### src/rtl/mnp_pkg.sv
// Shared constants and control types for the multiset next-permutation core.
package mnp_pkg;

  // Port widths fixed by the interface
  localparam int FUNC_W = 2;
  localparam int POS_W  = 6;
  localparam int SYM_W  = 3;
  localparam int STAT_W = 2;

  // Input word operation codes
  localparam logic [FUNC_W-1:0] FUNC_LOAD    = 2'd0;
  localparam logic [FUNC_W-1:0] FUNC_ADVANCE = 2'd1;
  localparam logic [FUNC_W-1:0] FUNC_READ    = 2'd2;

  // Result word status codes
  localparam logic [STAT_W-1:0] STAT_LOADED   = 2'd0;
  localparam logic [STAT_W-1:0] STAT_ADVANCED = 2'd1;
  localparam logic [STAT_W-1:0] STAT_LAST     = 2'd2;
  localparam logic [STAT_W-1:0] STAT_READ     = 2'd3;

  // Controller to datapath commands
  typedef struct packed {
    logic accept;   // latch the input word, clear per-item flags
    logic scan;     // rotate once, search for pivot and successor
    logic rewrite;  // rotate once, write new cells, check ordering
  } dp_cmd_t;

  // Datapath to controller status
  typedef struct packed {
    logic last_step;  // the current rotation step is the final one
    logic is_last;    // arrangement is non-increasing
  } dp_stat_t;

endpackage

### src/rtl/mnp_dp.sv
// Datapath: rotating cell ring, reversal stack, pivot search and order check.
module mnp_dp import mnp_pkg::*; #(
  parameter int CELLS       = 20,
  parameter int SYMBOL_BITS = 3
) (
  input  logic              clk,
  input  logic              rst_n,
  input  dp_cmd_t           cmd,
  input  logic [FUNC_W-1:0] in_func,
  input  logic [POS_W-1:0]  in_position,
  input  logic [SYM_W-1:0]  in_symbol_in,
  output dp_stat_t          stat,
  output logic [SYM_W-1:0]  sym_out
);

  localparam int IDX_W = $clog2(CELLS);
  localparam logic [IDX_W-1:0] LAST_IDX = IDX_W'(CELLS - 1);

  typedef logic [SYMBOL_BITS-1:0] sym_t;

  sym_t              ring_r  [CELLS];
  sym_t              stack_r [CELLS];
  logic [IDX_W-1:0]  k_r;
  logic [FUNC_W-1:0] func_r;
  logic [POS_W-1:0]  pos_r;
  sym_t              sym_r;
  logic              found_r;
  logic [IDX_W-1:0]  pivot_r;
  logic [IDX_W-1:0]  succ_r;
  sym_t              pv_r;
  sym_t              sv_r;
  logic [IDX_W-1:0]  pop_idx_r;
  sym_t              prev_r;
  logic              asc_r;
  logic              is_last_r;
  sym_t              sym_out_r;

  sym_t head;
  sym_t top;
  sym_t nv;
  logic at_pos;
  logic scan_asc;
  logic step_asc;

  assign head   = ring_r[0];
  assign top    = stack_r[0];
  assign at_pos = (POS_W'(k_r) == pos_r);

  // New value for the cell now leaving the head of the ring
  always_comb begin
    case (func_r)
      FUNC_LOAD:    nv = at_pos ? sym_r : head;
      FUNC_ADVANCE: begin
        if (k_r < pivot_r)       nv = head;
        else if (k_r == pivot_r) nv = sv_r;
        else                     nv = (pop_idx_r == succ_r) ? pv_r : top;
      end
      default:      nv = head;
    endcase
  end

  assign scan_asc = (k_r != '0) && (prev_r < head);
  assign step_asc = (k_r != '0) && (prev_r < nv);

  always_ff @(posedge clk) begin
    if (!rst_n) begin
      for (int i = 0; i < CELLS; i++) ring_r[i] <= '0;
      k_r       <= '0;
      found_r   <= 1'b0;
      asc_r     <= 1'b0;
      is_last_r <= 1'b1;
      sym_out_r <= '0;
    end else begin
      if (cmd.accept) begin
        func_r    <= in_func;
        pos_r     <= in_position;
        sym_r     <= SYMBOL_BITS'(in_symbol_in);
        k_r       <= '0;
        found_r   <= 1'b0;
        asc_r     <= 1'b0;
        sym_out_r <= '0;
        pop_idx_r <= LAST_IDX;
      end

      if (cmd.scan || cmd.rewrite) begin
        k_r <= (k_r == LAST_IDX) ? '0 : k_r + 1'b1;
        for (int i = 0; i < CELLS - 1; i++) ring_r[i] <= ring_r[i+1];
      end

      if (cmd.scan) begin
        // recirculate unchanged, push a copy for the later reversal
        ring_r[CELLS-1] <= head;
        stack_r[0]      <= head;
        for (int i = 1; i < CELLS; i++) stack_r[i] <= stack_r[i-1];
        prev_r <= head;
        if (scan_asc) begin
          found_r <= 1'b1;
          pivot_r <= k_r - 1'b1;
          pv_r    <= prev_r;
          succ_r  <= k_r;
          sv_r    <= head;
        end else if (found_r && (head > pv_r)) begin
          succ_r <= k_r;
          sv_r   <= head;
        end
      end

      if (cmd.rewrite) begin
        ring_r[CELLS-1] <= nv;
        prev_r          <= nv;
        if (step_asc) asc_r <= 1'b1;
        if ((func_r == FUNC_ADVANCE) && (k_r > pivot_r)) begin
          for (int i = 0; i < CELLS - 1; i++) stack_r[i] <= stack_r[i+1];
          pop_idx_r <= pop_idx_r - 1'b1;
        end
        if ((func_r == FUNC_READ) && at_pos) sym_out_r <= head;
        if (k_r == LAST_IDX) is_last_r <= !(asc_r || step_asc);
      end
    end
  end

  assign stat.last_step = (k_r == LAST_IDX);
  assign stat.is_last   = is_last_r;
  assign sym_out        = SYM_W'(sym_out_r);

endmodule

### src/rtl/mnp_ctrl.sv
// Controller: sequences scan and rewrite passes and issues the result strobe.
module mnp_ctrl import mnp_pkg::*; (
  input  logic              clk,
  input  logic              rst_n,
  input  logic              start,
  input  logic [FUNC_W-1:0] in_func,
  output logic              busy,
  output logic              out_valid,
  output logic [STAT_W-1:0] out_status,
  output dp_cmd_t           cmd,
  input  dp_stat_t          stat
);

  typedef enum logic [1:0] {
    S_IDLE,
    S_SCAN,
    S_REWRITE
  } state_t;

  state_t            state_r;
  logic              out_valid_r;
  logic [STAT_W-1:0] stat_code_r;

  assign busy        = (state_r != S_IDLE);
  assign cmd.accept  = start && (state_r == S_IDLE);
  assign cmd.scan    = (state_r == S_SCAN);
  assign cmd.rewrite = (state_r == S_REWRITE);
  assign out_valid   = out_valid_r;
  assign out_status  = stat_code_r;

  always_ff @(posedge clk) begin
    if (!rst_n) begin
      state_r     <= S_IDLE;
      out_valid_r <= 1'b0;
      stat_code_r <= STAT_LOADED;
    end else begin
      out_valid_r <= 1'b0;
      unique case (state_r)
        S_IDLE: begin
          if (start) begin
            if (in_func == FUNC_ADVANCE) begin
              if (stat.is_last) begin
                // nothing to step: answer at once
                out_valid_r <= 1'b1;
                stat_code_r <= STAT_LAST;
              end else begin
                state_r     <= S_SCAN;
                stat_code_r <= STAT_ADVANCED;
              end
            end else begin
              state_r     <= S_REWRITE;
              stat_code_r <= (in_func == FUNC_LOAD) ? STAT_LOADED : STAT_READ;
            end
          end
        end
        S_SCAN: begin
          if (stat.last_step) state_r <= S_REWRITE;
        end
        S_REWRITE: begin
          if (stat.last_step) begin
            state_r     <= S_IDLE;
            out_valid_r <= 1'b1;
          end
        end
        default: state_r <= S_IDLE;
      endcase
    end
  end

endmodule

### src/rtl/multiset_next_permutation_core.sv
// Top level of the multiset next-permutation core.
//
// The core keeps an arrangement of CELLS symbols (SYMBOL_BITS each, repeats
// allowed, all zero after reset) in a ring of registers that rotates one
// cell per clock while busy. A word is taken on a rising edge with start
// high and busy low. A load (func 0) writes in_symbol_in at in_position, a
// read (func 2) returns the cell at in_position, and an advance (func 1)
// steps the arrangement to its next lexicographic permutation; func 3 and
// positions at or beyond CELLS change nothing. Every word yields exactly
// one result: the out_valid strobe is high for a single cycle with
// out_symbol_out, out_status and out_is_last, and the receiver cannot stall
// it, so capture it on that cycle. Load, read and func 3 make one full ring
// rotation, then give the strobe; an advance makes a search rotation for
// pivot and successor, then a rewrite rotation that swaps and reverses the
// suffix through a register stack; an advance on an arrangement that is
// already last answers straight from the idle state with status 2, with no
// rotation. busy drops with the strobe, so the next word may be taken on
// the edge that ends it.
module multiset_next_permutation_core import mnp_pkg::*; #(
  parameter int CELLS       = 20,
  parameter int SYMBOL_BITS = 3
) (
  input  logic              clk,
  input  logic              rst_n,
  input  logic              start,
  output logic              busy,
  input  logic [FUNC_W-1:0] in_func,
  input  logic [POS_W-1:0]  in_position,
  input  logic [SYM_W-1:0]  in_symbol_in,
  output logic              out_valid,
  output logic [SYM_W-1:0]  out_symbol_out,
  output logic [STAT_W-1:0] out_status,
  output logic              out_is_last
);

  dp_cmd_t  cmd;
  dp_stat_t dp_stat;

  // Sequence the passes and own the handshake
  mnp_ctrl u_ctrl (
    .clk        (clk),
    .rst_n      (rst_n),
    .start      (start),
    .in_func    (in_func),
    .busy       (busy),
    .out_valid  (out_valid),
    .out_status (out_status),
    .cmd        (cmd),
    .stat       (dp_stat)
  );

  // Hold the arrangement and do the per-cell work
  mnp_dp #(
    .CELLS       (CELLS),
    .SYMBOL_BITS (SYMBOL_BITS)
  ) u_dp (
    .clk          (clk),
    .rst_n        (rst_n),
    .cmd          (cmd),
    .in_func      (in_func),
    .in_position  (in_position),
    .in_symbol_in (in_symbol_in),
    .stat         (dp_stat),
    .sym_out      (out_symbol_out)
  );

  // The flag stays valid between words; sample it with the strobe
  assign out_is_last = dp_stat.is_last;

endmodule

### config.mk
export PLATFORM = sky130hd
export DESIGN_NAME = multiset_next_permutation_core
export DESIGN_NICKNAME = d
export VERILOG_FILES = /design/src/rtl/mnp_pkg.sv /design/src/rtl/mnp_dp.sv /design/src/rtl/mnp_ctrl.sv /design/src/rtl/multiset_next_permutation_core.sv
export SDC_FILE = /design/constraint.sdc
export NUM_CORES = 1
export LEC_CHECK = 0
export BUFFER_PORTS_ARGS = -buffer_cell sky130_fd_sc_hd__clkbuf_2
export CORE_UTILIZATION = 45
export DETAILED_ROUTE_END_ITERATION = 6
export GPL_TIMING_DRIVEN = 0
export SLEW_MARGIN = 25
export SYNTH_ARGS = -nofsm -noshare
export SYNTH_HDL_FRONTEND = slang
export SYNTH_SLANG_ARGS = --single-unit
### constraint.sdc
create_clock -name clk -period 3.99 [get_ports clk]
set_clock_uncertainty 0.15 [all_clocks]
set_input_delay 0.798 -clock clk [delete_from_list [all_inputs] [get_ports clk]]
set_output_delay 0.798 -clock clk [all_outputs]
set_load 0.05 [all_outputs]
==> results.cfg <==
[cells_and_area]
area_growth_pct = 13.2
fin_area_mm2 = 0.00844
fin_nets = 597
n_antenna_cell = 0
final_cell_mix = edfxtp_1, and3_1, mux2_2
drive_gt1_frac = 0.208
layout_commonest_cell = edfxtp_1

[pwr]
switching_share = 0.263
p_leak_nw = 3.20
power.share.clock = 0.344
switchingPower_w = 0.00120
vdd_drop_max_uv = 342
p_int_w = 0.00336
powerDensity_mw_per_mm2 = 540
pwr-share-comb = 0.136
seqPwrFrac = 0.520

[synth]
synth_top_area_frac = 0.624
yosysTopAreaCell = edfxtp_1
synth_area_mm2 = 0.00746
synth_top_family_by_area = simple AND/OR/NAND/NOR gates
synthCells = 522
yosys-top-cells-area = edfxtp_1, mux2_2, and3_1
synth-xor-area-share = 0.0176
muxShareOfSynthArea = 0.0903
synth-simple-area-share = 0.113
synth_compound_area_frac = 0.0490
synth.avg_cell_area_um2 = 14.3
synthAdderAreaFrac = 0.0319
synth_nets = 555
synth-seq-area-share = 0.667
synth_warnings = 0
ys_ff_latch = 171
yosysUniqueCellTypes = 40

[timing]
hold-worst-slack_ns = 0.294
slew_headroom = 0.506
rsz0062_at_grt = no
setup_violations = 0
fin_tns_setup_ns = 0
finalHoldViolations = 0
fin_crit_sh = 0.804
slew_viol_final = 0
worst_pin_slew_ns = 0.736
fmax_mhz = 312
finalCriticalPeriod_ns = 3.21

[worst_hold_path]
hp-start = u_dp.stack_r[0][54]$_DFFE_PP_
holdPathEnd = u_dp.stack_r[0][57]$_DFFE_PP_
min_delay_path_depth = 0
holdCritPathClass = reg -> reg

[worst_setup_path]
required_ns = 3.95
r2r-end = u_dp.stack_r[0][2]$_DFFE_PP_
cp_max_fo = 41
setup.worst_path.class = reg -> reg
reg2reg_from = u_dp.k_r[0]$_SDFFE_PN0P_
startpoint_type = register
arrival_ns = 3.16
rr_worst_depth = 11
rrSetupSlack_ns = 0.78
startpoint = u_dp.k_r[0]$_SDFFE_PN0P_
end_kind = register

[cts]
clock_tree.root_cell = clkbuf_16
cts_buffer_depth = 2
cts_setup_buffers = 0
numClockSinks = 171
numCtsBuffers = 17
clk_pin_slew_ns = 0.06
cts_resized = 0
worstSkewPairLatency_ns = 0.42
cts_tree = yes
htreeDepth = 4
ctsHoldBuffers = 0

[detailed_routing]
wirelength_um = 12900
drc = 0
drt_iter0_drc = 255
wire_per_inst_um = 16.2
viasPerCell = 5.24
drtPass1Iterations = 5
final_antenna_net_count = 0
dr_total_vias = 4153

[global_route]
grt_pass1_vias = 4117
grt_pass1_wl_um = 21400
overflow = 0
grt_usage = 0.168
antenna_found_initial = 0
grt_max_degree = 58

[placement]
portBuffers = 21
place_area_mm2 = 0.00788
place.gp.congestion = 0.779
dpl.hpwl_um = 8710

[die]
coreArea_mm2 = 0.0161
die_w_um = 131
dieArea_mm2 = 0.0171
die_height_um = 131
ios = 22
initial_utilization = 0.464
rows = 46

[run]
drv_cap = 0

[run_status]
status = completed
-- flip-flops by register name, summed over array words and instances, names as in the netlist --
name / count
u_dp.asc_r: 1
u_dp.prev_r: 3
u_dp.is_last_r: 1
u_dp.pop_idx_r: 5
u_ctrl.out_valid: 1
u_dp.sym_r: 3
u_dp.found_r: 1
u_dp.ring_r: 60
u_dp.sym_out: 3
u_dp.sv_r: 3
u_ctrl.state_r: 2
u_dp.k_r: 5
u_dp.pos_r: 6
u_ctrl.out_status: 2
u_dp.stack_r: 60
u_dp.pivot_r: 5
u_dp.func_r: 2
u_dp.pv_r: 3
u_dp.succ_r: 5
-- per-layer routing --
metal | global-route usage | share of wire | vias up
met5 | 0 | 0 | -
met4 | 0.0778 | 0.026 | 0
met3 | 0.0415 | 0.036 | 26
met2 | 0.257 | 0.47 | 78
met1 | 0.227 | 0.47 | 2000
li1 | - | - | 2049
-- power groups by stage --
stage / sequential (W) / clock [W] / combinational [W]
finish: 0.00237 / 0.00157 / 0.000620
global route: 0.00240 / 0.00168 / 0.000700
CTS: 0.00237 / 0.00161 / 0.000628
detailed placement: 0.00241 / 0 / 0.000622
global placement: 0.00241 / 0 / 0.000583
floorplan: 0.00239 / 0 / 0.000437
-- cells in the mapped netlist --
| master | instances |
|---|---|
| a41o_1 | 1 |
| nor3_1 | 8 |
| clkbuf_1 | 20 |
| and2_1 | 8 |
| xor2_1 | 8 |
| a221oi_1 | 4 |
| xnor2_1 | 7 |
| mux2i_1 | 2 |
| o21a_1 | 4 |
| o211ai_1 | 1 |
| nand4_1 | 6 |
| dfxtp_1 | 16 |
| o221ai_1 | 1 |
| buf_2 | 2 |
| or3_1 | 1 |
| nand3_1 | 13 |
| nor3_4 | 1 |
| mux2_2 | 54 |
| inv_1 | 22 |
| a31oi_1 | 4 |
| a2111oi_0 | 1 |
| a21boi_0 | 5 |
| o211a_1 | 1 |
| edfxtp_1 | 155 |
| nand2b_1 | 6 |
| nand3b_1 | 3 |
| mux2_1 | 4 |
| and3_1 | 59 |
| or3_4 | 1 |
| o21ai_0 | 17 |
| o311ai_0 | 1 |
| a222oi_1 | 1 |
| nand2_1 | 20 |
| nor2_1 | 15 |
| nor3b_1 | 2 |
| nor2b_1 | 6 |
| a21oi_1 | 16 |
| ha_1 | 19 |
| buf_6 | 6 |
| a31o_2 | 1 |
-- kinds of logic after synthesis --
logic type	Yosys count
multiplexers	60
XOR/XNOR	15
AO/OA/AOI/OAI	58
buffers and inverters	50
AND/OR/NAND/NOR	149
adder cells (fa/ha/maj)	19
flip-flops	171
-- worst max path at each step --
stage / end / slack [ns] / cells past startpoint
CTS: u_dp.stack_r[0][2]$_DFFE_PP_ / 0.74 / 11
floorplan: u_dp.stack_r[0][0]$_DFFE_PP_ / 0.20 / 10
global route: u_dp.stack_r[0][2]$_DFFE_PP_ / 0.49 / 11
detailed placement: u_dp.succ_r[3]$_DFFE_PP_ / 0.44 / 5
global placement: u_dp.succ_r[2]$_DFFE_PP_ / -1.28 / 5
finish: u_dp.stack_r[0][2]$_DFFE_PP_ / 0.78 / 11
-- final cells by class --
class / instances / area [um2]
Timing Repair Buffer: 23 / 133
Buffer: 28 / 153
Fill cell: 1372 / 7610
Sequential cell: 171 / 4970
Inverter: 22 / 82.6
Clock buffer: 21 / 450
Tap cell: 216 / 270
Multi-Input combinational cell: 301 / 2270
Clock inverter: 11 / 113
-- critical path, cell delays in order, from the launching register on --
cell,delay [ns]
dfxtp_1,0.47
inv_1,0.18
ha_1,0.22
nor2b_1,0.11
o21a_1,0.14
o21a_1,0.23
and3_1,0.22
and2_1,0.13
buf_2,0.27
buf_6,0.20
nand2b_4,0.28
buf_12,0.28
-- per-stage QoR --
stage / setup WS, ns / std cells / total power (W) / utilization
finish: 0.782 / 793 / 0.00456 / 0.526
global route: 0.490 / 793 / 0.00478 / 0.526
CTS: 0.743 / 793 / 0.00461 / 0.526
detailed placement: 0.436 / 761 / 0.00303 / 0.491
global placement: -1.28 / 759 / 0.00300 / 0.488
floorplan: 0.205 / 522 / 0.00282 / -
Power figures use the tool's default switching activity.
